File: config.mk
export PLATFORM = sky130hd
export DESIGN_NAME = text_encoding_sniffer_core
export DESIGN_NICKNAME = d
export VERILOG_FILES = /design/src/tes_pkg.sv /design/src/tes_verdict.sv /design/src/text_encoding_sniffer_core.sv
export SDC_FILE = /design/constraint.sdc
export NUM_CORES = 1
export LEC_CHECK = 0
export BUFFER_PORTS_ARGS = -buffer_cell sky130_fd_sc_hd__buf_2
export CAP_MARGIN = 20
export CORE_MARGIN = 1
export CORE_UTILIZATION = 25
export CTS_CLUSTER_SIZE = 30
export DETAILED_ROUTE_END_ITERATION = 10
export SLEW_MARGIN = 20
export SYNTH_ARGS = -nofsm -noshare
export SYNTH_HDL_FRONTEND = slang
export SYNTH_HIERARCHICAL = 1
export SYNTH_SLANG_ARGS = --single-unit
File: constraint.sdc
create_clock -name clk -period 9.77 [get_ports clk]
set_clock_uncertainty 0.15 [all_clocks]
set_input_delay 1.4655 -clock clk [delete_from_list [all_inputs] [get_ports clk]]
set_output_delay 1.4655 -clock clk [all_outputs]
set_load 0.05 [all_outputs]
File: src/tes_pkg.sv
// ----------------------------------------------------------------------------
// tes_pkg
// Types and constants shared by the text encoding sniffer modules.
// ----------------------------------------------------------------------------
package tes_pkg;

  // one byte of the file, with its valid and end of file markers
  typedef struct packed {
    logic [7:0] data_byte;
    logic       byte_valid;
    logic       end_of_file;
  } in_t;

  // verdict for one file
  typedef struct packed {
    logic [2:0] encoding_kind;
    logic       is_binary;
    logic       has_non_ascii;
    logic       is_utf8;
    logic       is_utf16;
  } out_t;

  typedef enum logic [2:0] {
    KIND_EMPTY   = 3'd0,
    KIND_UTF8    = 3'd1,
    KIND_UTF16LE = 3'd2,
    KIND_UTF16BE = 3'd3,
    KIND_UTF32BE = 3'd4,
    KIND_UNKNOWN = 3'd5
  } kind_t;

  // byte order mark bytes
  localparam logic [7:0] BOM8_B0  = 8'hEF;
  localparam logic [7:0] BOM8_B1  = 8'hBB;
  localparam logic [7:0] BOM8_B2  = 8'hBF;
  localparam logic [7:0] BOM16_FF = 8'hFF;
  localparam logic [7:0] BOM16_FE = 8'hFE;
  localparam logic [31:0] BOM32_BE = 32'h0000_FEFF;

endpackage

File: src/tes_verdict.sv
// ----------------------------------------------------------------------------
// tes_verdict
// Combinational verdict from the sample statistics of one file.
// ----------------------------------------------------------------------------
module tes_verdict #(
  parameter int CNT_W = 13
) (
  input  logic [31:0]      head,
  input  logic [CNT_W-1:0] seen,
  input  logic [CNT_W-1:0] even_zero,
  input  logic [CNT_W-1:0] odd_zero,
  input  logic [CNT_W-1:0] ctrl_cnt,
  input  logic             null_seen,
  input  logic             high_seen,
  output tes_pkg::out_t    verdict
);
  import tes_pkg::*;

  localparam int MUL_W = CNT_W + 6;

  logic [7:0]       b0, b1, b2;
  logic [MUL_W-1:0] n_w;
  logic             empty, bom8, le_bom, be_bom, le_guess, be_guess, utf32, ctrl_heavy;

  assign b0  = head[31:24];
  assign b1  = head[23:16];
  assign b2  = head[15:8];
  assign n_w = MUL_W'(seen);

  assign empty  = (seen == '0);
  assign bom8   = (seen >= CNT_W'(3)) && (b0 == BOM8_B0) && (b1 == BOM8_B1) &&
                  (b2 == BOM8_B2);
  assign le_bom = (seen >= CNT_W'(2)) && (b0 == BOM16_FF) && (b1 == BOM16_FE);
  assign be_bom = (seen >= CNT_W'(2)) && (b0 == BOM16_FE) && (b1 == BOM16_FF);
  assign utf32  = (seen >= CNT_W'(4)) && (head == BOM32_BE);

  // x > floor(n/6) is 6x > n; x < floor(n/30) is 30(x+1) <= n
  assign le_guess = (MUL_W'(odd_zero) * MUL_W'(6) > n_w) &&
                    ((MUL_W'(even_zero) + MUL_W'(1)) * MUL_W'(30) <= n_w);
  assign be_guess = (MUL_W'(even_zero) * MUL_W'(6) > n_w) &&
                    ((MUL_W'(odd_zero) + MUL_W'(1)) * MUL_W'(30) <= n_w);

  assign ctrl_heavy = (MUL_W'(ctrl_cnt) * MUL_W'(10)) > (n_w * MUL_W'(3));

  always_comb begin
    verdict = '0;
    if (empty) begin
      verdict.encoding_kind = KIND_EMPTY;
      verdict.is_utf8       = 1'b1;
    end else begin
      if (bom8) begin
        verdict.encoding_kind = KIND_UTF8;
        verdict.is_utf8       = 1'b1;
      end else if (le_bom) begin
        verdict.encoding_kind = KIND_UTF16LE;
        verdict.is_utf16      = 1'b1;
      end else if (be_bom) begin
        verdict.encoding_kind = KIND_UTF16BE;
        verdict.is_utf16      = 1'b1;
      end else if (le_guess) begin
        verdict.encoding_kind = KIND_UTF16LE;
        verdict.is_utf16      = 1'b1;
      end else if (be_guess) begin
        verdict.encoding_kind = KIND_UTF16BE;
        verdict.is_utf16      = 1'b1;
      end else if (utf32) begin
        verdict.encoding_kind = KIND_UTF32BE;
      end else begin
        verdict.encoding_kind = KIND_UNKNOWN;
      end
      verdict.has_non_ascii = high_seen;
      verdict.is_binary     = !verdict.is_utf16 && (null_seen || ctrl_heavy);
    end
  end

endmodule

File: src/text_encoding_sniffer_core.sv
// ----------------------------------------------------------------------------
// text_encoding_sniffer_core
// Byte-at-a-time encoding sniffer: byte order marks, UTF-16 zero pattern
// guess and binary detection, one verdict per file at end of file.
// ----------------------------------------------------------------------------
//
//  channel | dir | payload        | handshake
//  --------+-----+----------------+---------------------------
//  in_     | in  | tes_pkg::in_t  | in_valid / in_ready
//  out_    | out | tes_pkg::out_t | out_valid / out_ready
//
//  one transaction per cycle on the input while no end of file item waits;
//  every item passes through the input register, where the statistics
//  update and the verdict are worked out combinationally
//  the verdict is loaded into the output register as the end of file item
//  leaves the input register, when the output register is free or emptying
//  synchronous active-low reset clears the counters and both valid flags
//  only an end of file item waits on a full output register; other items
//  keep flowing while a verdict is held
//
module text_encoding_sniffer_core #(
  parameter int SAMPLE_BYTES = 4096
) (
  input  logic          clk,
  input  logic          rst_n,
  input  logic          in_valid,
  output logic          in_ready,
  input  tes_pkg::in_t  in_data,
  output logic          out_valid,
  input  logic          out_ready,
  output tes_pkg::out_t out_data
);
  import tes_pkg::*;

  // counters hold up to the sample size itself
  localparam int CNT_W = $clog2(SAMPLE_BYTES + 1);
  localparam logic [CNT_W-1:0] SAMPLE_LIM = CNT_W'(SAMPLE_BYTES);

  // input register
  in_t  item_r;
  logic item_valid_r;
  logic item_go;

  // sample statistics
  logic [31:0]      head_r,      head_nxt,      head_upd;
  logic [CNT_W-1:0] seen_r,      seen_nxt,      seen_upd;
  logic [CNT_W-1:0] even_zero_r, even_zero_nxt, even_zero_upd;
  logic [CNT_W-1:0] odd_zero_r,  odd_zero_nxt,  odd_zero_upd;
  logic [CNT_W-1:0] ctrl_r,      ctrl_nxt,      ctrl_upd;
  logic             null_r,      null_nxt,      null_upd;
  logic             high_r,      high_nxt,      high_upd;

  // output register
  out_t out_r;
  logic out_valid_r, out_valid_nxt;
  out_t verdict;

  logic [7:0] b;
  logic       in_sample, is_ctrl;

  // an end of file item needs the output register free (or emptying)
  assign item_go  = item_valid_r && (!item_r.end_of_file || !out_valid_r || out_ready);
  assign in_ready = !item_valid_r || item_go;

  always_ff @(posedge clk) begin
    if (!rst_n) begin
      item_valid_r <= 1'b0;
    end else if (in_ready) begin
      item_valid_r <= in_valid;
    end
  end

  always_ff @(posedge clk) begin
    if (in_ready && in_valid) begin
      item_r <= in_data;
    end
  end

  // ---- statistics update for the byte in the input register ----
  assign b         = item_r.data_byte;
  assign in_sample = item_r.byte_valid && (seen_r < SAMPLE_LIM);

  // control bytes: below space except tab, lf, cr and nul, plus del
  always_comb begin
    is_ctrl = (b inside {[8'h01:8'h08], 8'h0B, 8'h0C, [8'h0E:8'h1F], 8'h7F});
  end

  always_comb begin
    head_upd      = head_r;
    seen_upd      = seen_r;
    even_zero_upd = even_zero_r;
    odd_zero_upd  = odd_zero_r;
    ctrl_upd      = ctrl_r;
    null_upd      = null_r;
    high_upd      = high_r;
    if (in_sample) begin
      // first four bytes land msb first
      if (seen_r < CNT_W'(4)) begin
        head_upd = head_r | ({24'd0, b} << {(2'd3 - seen_r[1:0]), 3'd0});
      end
      if (b == 8'h00) begin
        null_upd = 1'b1;
        if (seen_r[0]) begin
          odd_zero_upd = odd_zero_r + CNT_W'(1);
        end else begin
          even_zero_upd = even_zero_r + CNT_W'(1);
        end
      end else if (is_ctrl) begin
        ctrl_upd = ctrl_r + CNT_W'(1);
      end
      if (b[7]) begin
        high_upd = 1'b1;
      end
      seen_upd = seen_r + CNT_W'(1);
    end
  end

  // verdict from the statistics including this item's byte
  tes_verdict #(
    .CNT_W(CNT_W)
  ) u_verdict (
    .head      (head_upd),
    .seen      (seen_upd),
    .even_zero (even_zero_upd),
    .odd_zero  (odd_zero_upd),
    .ctrl_cnt  (ctrl_upd),
    .null_seen (null_upd),
    .high_seen (high_upd),
    .verdict   (verdict)
  );

  // end of file restarts the statistics for the next file
  always_comb begin
    head_nxt      = head_r;
    seen_nxt      = seen_r;
    even_zero_nxt = even_zero_r;
    odd_zero_nxt  = odd_zero_r;
    ctrl_nxt      = ctrl_r;
    null_nxt      = null_r;
    high_nxt      = high_r;
    if (item_go) begin
      if (item_r.end_of_file) begin
        head_nxt      = '0;
        seen_nxt      = '0;
        even_zero_nxt = '0;
        odd_zero_nxt  = '0;
        ctrl_nxt      = '0;
        null_nxt      = 1'b0;
        high_nxt      = 1'b0;
      end else begin
        head_nxt      = head_upd;
        seen_nxt      = seen_upd;
        even_zero_nxt = even_zero_upd;
        odd_zero_nxt  = odd_zero_upd;
        ctrl_nxt      = ctrl_upd;
        null_nxt      = null_upd;
        high_nxt      = high_upd;
      end
    end
  end

  always_ff @(posedge clk) begin
    if (!rst_n) begin
      head_r      <= '0;
      seen_r      <= '0;
      even_zero_r <= '0;
      odd_zero_r  <= '0;
      ctrl_r      <= '0;
      null_r      <= 1'b0;
      high_r      <= 1'b0;
    end else begin
      head_r      <= head_nxt;
      seen_r      <= seen_nxt;
      even_zero_r <= even_zero_nxt;
      odd_zero_r  <= odd_zero_nxt;
      ctrl_r      <= ctrl_nxt;
      null_r      <= null_nxt;
      high_r      <= high_nxt;
    end
  end

  // ---- output register ----
  always_comb begin
    out_valid_nxt = out_valid_r;
    if (out_valid_r && out_ready) begin
      out_valid_nxt = 1'b0;
    end
    if (item_go && item_r.end_of_file) begin
      out_valid_nxt = 1'b1;
    end
  end

  always_ff @(posedge clk) begin
    if (!rst_n) begin
      out_valid_r <= 1'b0;
    end else begin
      out_valid_r <= out_valid_nxt;
    end
  end

  always_ff @(posedge clk) begin
    if (item_go && item_r.end_of_file) begin
      out_r <= verdict;
    end
  end

  assign out_valid = out_valid_r;
  assign out_data  = out_r;

endmodule

# Word level (Yosys, flattened, before mapping)

Index checks and enable logic that the tools add are counted.

Logic and storage cells: 129
Bits of input ports: 14
Bits in registers: 105
Output and inout bits: 9

Add/sub/neg operators: 7
Shift operators: 1
Multiply operators: 6
Order comparisons: 14
Bitwise gates (word level): 1
Mux-type cells: 38
Equal/unequal tests: 11
Reductions and logical operators: 32

Operators with widths:

| cell                                                                | count |
|---|---|
| 2-to-1 mux 13 bit                                                   | 14 |
| 2-to-1 mux 32 bit                                                   | 3 |
| == test 8 bit (second input constant)                               | 7 |
| adder 13 x 1 -> 13 bit (second input constant)                      | 4 |
| multiplier 13 x 2 -> 15 bit (second input constant)                 | 3 |
| <= comparator 19 x 13 -> 1 bit                                      | 2 |
| multiplier 19 x 4 -> 18 bit (second input constant)                 | 2 |
| == test 32 x 16 -> 1 bit (second input constant)                    | 1 |
| > comparator 16 x 13 -> 1 bit                                       | 2 |
| OR 32 bit                                                           | 1 |
| << shifter 8 x 5 -> 32 bit                                          | 1 |
| adder 13 x 1 -> 14 bit (second input constant)                      | 2 |
| greater-or-equal comparator 13 x 2 -> 1 bit (second input constant) | 2 |
| > comparator 17 x 19 -> 1 bit                                       | 1 |
| logical AND 1 bit                                                   | 18 |
| 2-to-1 mux 1 bit                                                    | 17 |
| == test 8 x 4 -> 1 bit (second input constant)                      | 2 |
| multiplier 13 x 3 -> 16 bit (second input constant)                 | 1 |
| greater-or-equal comparator 13 x 3 -> 1 bit (second input constant) | 1 |
| logical NOT 13 bit                                                  | 1 |
| less-than comparator 13 bit (second input constant)                 | 1 |
| less-than comparator 13 x 3 -> 1 bit (second input constant)        | 1 |
| == test 8 x 7 -> 1 bit (second input constant)                      | 1 |
| greater-or-equal comparator 8 x 1 -> 1 bit (second input constant)  | 1 |
| other kinds (12)                                                    | 21 |

# Logic depth before layout (Yosys ltp)

Depth after elaboration: 16
Gate-level depth with buffers: 34
Gate-level depth less buffers: 31

# Modules after synthesis

Netlist, hierarchy kept.

Modules (own cells, without submodules):

| module                     | area an instance (um^2) | seq. area each (um^2) | cells an instance | times used |
|---|---|---|---|---|
| tes_verdict                | 7269.5                  | 0.0                   | 926               | 1 |
| text_encoding_sniffer_core | 5484.0                  | 2272.2                | 639               | 1 |

# Worst setup path after synthesis

Ideal clock, no wire load.

Kind: register to register
Start: reg item_r (netlist bit b[3])
End: reg out_r (netlist bit out_data[4]), data pin
Period minus slack after synthesis: 7718 ps
Path buffers: 1
Library setup time: 259 ps
Stages on the path, launching flop included: 31
Data required time: 9361 ps
Data arrival time: 7309 ps
Path slack: 2052 ps
Cells stage by stage: edfxtp_1 > or4_1 > buf_2 > nor4_2 > nand2_1 > xnor2_1 > ha_1 > nand2_1 > xnor2_1 > xnor2_1 > xnor2_1 > fa_1 > inv_1 > ha_1 > and2_1 > a311oi_2 > a21oi_1 > and2_1 > o21a_1 > o21a_1 > nor2_1 > xnor2_1 > ha_1 > and4_1 > nand3_1 > or4_1 > a211o_1 > nand4b_4 > o21ai_0 > a22o_1 > a21boi_2

Elaborated cells on any way between the ends: 43
Those cells by class: 2 x add/sub; 4 x mul; 4 x order compare; 8 x eq/ne; 1 x shift; 12 x mux; 1 x bitwise; 11 x reduce/logical

RTL lines:

| item                                                                         | RTL line                             | RTL |
|---|---|---|
| start, declared                                                              | text_encoding_sniffer_core.sv:40     | `in_t item_r;` |
| start signal, assigned                                                       | text_encoding_sniffer_core.sv:75     | `item_r <= in_data;` |
| logical NOT 8 bit *                                                          | text_encoding_sniffer_core.sv:101    | `if (b == 8'h00) begin` |
| 2-to-1 mux 13 bit *                                                          | text_encoding_sniffer_core.sv:101    |  |
| 2-to-1 mux 13 bit *                                                          | text_encoding_sniffer_core.sv:96     | `if (in_sample) begin` |
| named net even_zero_upd[2]                                                   | text_encoding_sniffer_core.sv:47     | `logic [CNT_W-1:0] even_zero_r, even_zero_nxt, even_zero_upd;` |
| adder 13 x 1 -> 14 bit or multiplier 13 x 2 -> 15 bit (tied branches)        | tes_verdict.sv:39, tes_verdict.sv:40 |  |
| multiplier 19 x 4 -> 18 bit or > comparator 16 x 13 -> 1 bit (tied branches) | tes_verdict.sv:39, tes_verdict.sv:40 |  |
| <= comparator 19 x 13 -> 1 bit or logical AND 1 bit (tied branches)          | tes_verdict.sv:39, tes_verdict.sv:40 |  |
| logical AND 1 bit or 2-to-1 mux 2 bit (tied branches)                        | tes_verdict.sv:38, tes_verdict.sv:63 |  |
| 2-to-1 mux 2 bit *                                                           | tes_verdict.sv:60                    | `end else if (le_guess) begin` |
| 2-to-1 mux 2 bit *                                                           | tes_verdict.sv:57                    | `end else if (be_bom) begin` |
| 2-to-1 mux 2 bit *                                                           | tes_verdict.sv:54                    | `end else if (le_bom) begin` |
| 2-to-1 mux 1 bit *                                                           | tes_verdict.sv:51                    | `if (bom8) begin` |
| end signal, assigned                                                         | text_encoding_sniffer_core.sv:203    | `out_r <= verdict;` |
| end, declared                                                                | text_encoding_sniffer_core.sv:54     | `out_t out_r;` |

The timed path passes the listed nets; every way through them passes the cells marked *.
A chain may end at the register's enable or synchronous reset.

# Worst setup path after layout

Same ends and word-level chain as after synthesis.

==> impl_metrics.csv <==
group,metric,value,unit
floorplanning,die_w,228,um
clock_network,postCtsSetupBuffers,0,
cells_and_area,final_cell_mix,"ha_1, inv_1, nor2_1, nand2_1, a21oi_1",
clock_network,clockBufferDepth,2,
sta,grt_setup_unrepaired,"false",
sta,worstMarginPinSlew,1.04,ns
critical_path,r2r_cells,29,
power_and_ir_drop,peakVddDrop,0.0648,mV
clock_network,insertion_delay,0.36,ns
sta,slew_violations,0,
grt,grt_max_degree,41,
place,portBuffers,22,
routing,vias_per_cell,5.00,
clock_network,ctsHoldBuffers,0,
logic_synthesis,synth_cells,1565,
clock_network,clock-sinks,105,
clock_network,cts_tree,"yes",
routing,wirelength,33700,um
clock_network,clock-root-buffer,"clkbuf_16",
power_and_ir_drop,power.leakage,6.42,nW
logic_synthesis,synthArstFlopShare,0,
logic_synthesis,synth_area_leaders,"ha_1, dfxtp_1, xnor2_1",
logic_synthesis,synth_seq_cells,105,
critical_path,max_stage_delay,0.81,ns
place,dp_hpwl,26800,um
routing,vias,11163,
clock_network,cts_made_buffers,9,
floorplanning,core_area,0.0503,mm2
critical_path,worst_ep_arrival_time,8.94,ns
status,status,"completed",
logic_synthesis,yosysSeqAreaShare,0.178,
critical_path,cp.required,9.73,ns
logic_synthesis,synth_top_area_cell,"ha_1",
routing,drt_pass1_iterations,7,
clock_network,cts.clk_slew.worst_paths,0.07,ns
routing,top_layer_used,"met4",
logic_synthesis,synth_edf_count,17,
logic_synthesis,synthFlopType,"dfxtp_1",
critical_path,critPathLaunchType,"register",
critical_path,cp_slowest_cell,"or4_1",
sta,layout_min_cycle_time,8.98,ns
cells_and_area,drive_gt1_frac,0.0640,
flow_run,maxCapViolations,0,
critical_path,r2r_setup_slack,0.79,ns
sta,finalSetupViolCount,0,
grt,antenna_found_initial,0,
clock_network,cts_resized,0,
hold_path,hp-class,"register to register",
logic_synthesis,ys_warn_count,6,
grt,track_usage,0.128,
critical_path,setup.worst_path.class,"register to register",
routing,wl_met2,16600,um
grt,grt_first_pass_wirelength,55400,um
cells_and_area,nets,1801,
logic_synthesis,synth_fp_nets,1809,
clock_network,htree_levels,3,
cells_and_area,final_common_cell,"ha_1",
floorplanning,rows,82,
sta,max_freq,111,MHz
routing,drc,0,
floorplanning,num_io_pins,23,
critical_path,crit_top_cell,"xnor2_1",
logic_synthesis,netlist_area,0.0128,mm2
power_and_ir_drop,cellPowerDensity,63.8,mW/mm2
critical_path,reg2reg_from,"b[3]$_DFFE_PP_",
routing,first_iter_violations,817,
critical_path,r2r_end,"out_data[4]$_DFFE_PP_",
routing,wl_met3,1150,um
grt,grt_pass1_vias,10994,
logic_synthesis,synth_top_area_frac,0.191,
sta,setup_tns,0,ns
critical_path,critPathLaunch,"b[3]$_DFFE_PP_",
floorplanning,die_h,228,um
critical_path,cp-end-kind,"register",
cells_and_area,syn2layout_area_growth,9.19,%
critical_path,crit_path_max_fanout,13,
logic_synthesis,ys_types,95,
floorplanning,initial_core_util,0.254,
sta,slew-limit-headroom,0.301,
routing,wl_met1,15300,um
logic_synthesis,avgSynthCellArea,8.15,um2
sta,hold_viol,0,
critical_path,critPathCapture,"out_data[4]$_DFFE_PP_",
routing,post_drt_wl_per_cell,15.1,um
sta,fin_crit_sh,0.919,
sta,worst_slack,0.794,ns
floorplanning,dieArea,0.0519,mm2
cells_and_area,insertedDiodeCount,0,
routing,antenna_left,0,
place,gp_congestion,0.906,
grt,grt_overflow_total,0,
place,dp_slack,0.880,ns
## state kept, by name, summed over array words and instances, names as in the netlist, 2 cells and up
signal,flops
odd_zero_r,13
seen_r,13
b,8
out_data,7
even_zero_r,13
ctrl_r,13
head_r,32
item_r,2
## synth_stat cells (all sizes together), types with 9 or more instances
| cell | number |
|---|---|
| and3 | 13 |
| nand3 | 35 |
| a21o | 58 |
| edfxtp | 17 |
| ha | 195 |
| nor4 | 20 |
| xnor2 | 89 |
| and4 | 10 |
| nand2 | 102 |
| nor2 | 134 |
| clkbuf | 48 |
| buf | 11 |
| inv | 134 |
| nand4 | 42 |
| o21ai | 65 |
| or3 | 9 |
| o21bai | 11 |
| xor2 | 56 |
| o21a | 10 |
| nor3 | 33 |
| o31ai | 9 |
| dfxtp | 88 |
| nand2b | 12 |
| a21oi | 98 |
| a31oi | 57 |
| fa | 35 |
| and2 | 12 |
| nor2b | 17 |
## logic make-up (layout without fill, tap and decap cells)
kind of cell / count (synthesis) / in the layout / share of synthesized area
buffers and inverters: 194 / 191 / 0.0578
flip-flops: 105 / 105 / 0.178
AO/OA/AOI/OAI: 405 / 405 / 0.215
AND/OR/NAND/NOR: 477 / 477 / 0.196
adder cells (fa/ha/maj): 233 / 233 / 0.249
XOR/XNOR: 145 / 145 / 0.0996
multiplexers: 6 / 6 / 0.00491
## cell type report
| type | instances | area (um2) |
|---|---|---|
| clock inverters | 7 | 62.6 |
| clock buffers | 9 | 225 |
| inverters | 135 | 507 |
| well taps | 672 | 841 |
| repair buffers | 40 | 245 |
| flip-flops and latches | 105 | 2270 |
| multi-input cells | 1266 | 9770 |
| fillers | 5463 | 36300 |
## per-stage QoR
stage               total power, mW  instances   util  hold WS, ns  instance area [um2]
floorplan                     0.513       1565      -        0.284                12800
global placement              0.541       2218  0.271        0.299                13600
detailed placement            0.542       2218  0.271        0.307                13600
CTS                           0.897       2234  0.277        0.325                13900
global route                  0.922       2234  0.277        0.337                13900
finish                        0.888       2234  0.277        0.321                13900
## power by group
group	leakage [nW]	total (mW)	internal, mW	switching, mW
combinational	5.40	0.0774	0.0248	0.0525
sequential	0.873	0.455	0.445	0.00951
clock	0.143	0.356	0.178	0.178
total	6.42	0.888	0.648	0.240
## layer usage
| metal | up-vias | global-route usage |
|---|---|---|
| li1 | 5620 | - |
| met1 | 5284 | 0.161 |
| met2 | 219 | 0.232 |
| met3 | 40 | 0.0104 |
| met4 | 0 | 0.0378 |
| met5 | - | 0 |
## worst min-delay path by stage
stage                     cells after the start               startpoint  slack (ns)                 endpoint
after floorplan                               2  head_r[23]$_SDFFE_PN0P_        0.28  head_r[23]$_SDFFE_PN0P_
after global placement                        2   head_r[6]$_SDFFE_PN0P_        0.30   head_r[6]$_SDFFE_PN0P_
after detailed placement                      2   head_r[8]$_SDFFE_PN0P_        0.31   head_r[8]$_SDFFE_PN0P_
after CTS                                     2   head_r[8]$_SDFFE_PN0P_        0.32   head_r[8]$_SDFFE_PN0P_
after global routing                          2  head_r[13]$_SDFFE_PN0P_        0.34  head_r[13]$_SDFFE_PN0P_
final                                         2   head_r[6]$_SDFFE_PN0P_        0.32   head_r[6]$_SDFFE_PN0P_
## critical path, delay by kind of cell, from the launching register on
family                   cells  cell delay, ns
AND/OR/NAND/NOR             11            3.28
AO/OA/AOI/OAI                8            1.65
adder cells (fa/ha/maj)      4            1.51
XOR/XNOR                     5            1.51
flip-flops                   1            0.56
buffers and inverters        1            0.04
No activity file was read; power rests on OpenSTA's default activity.
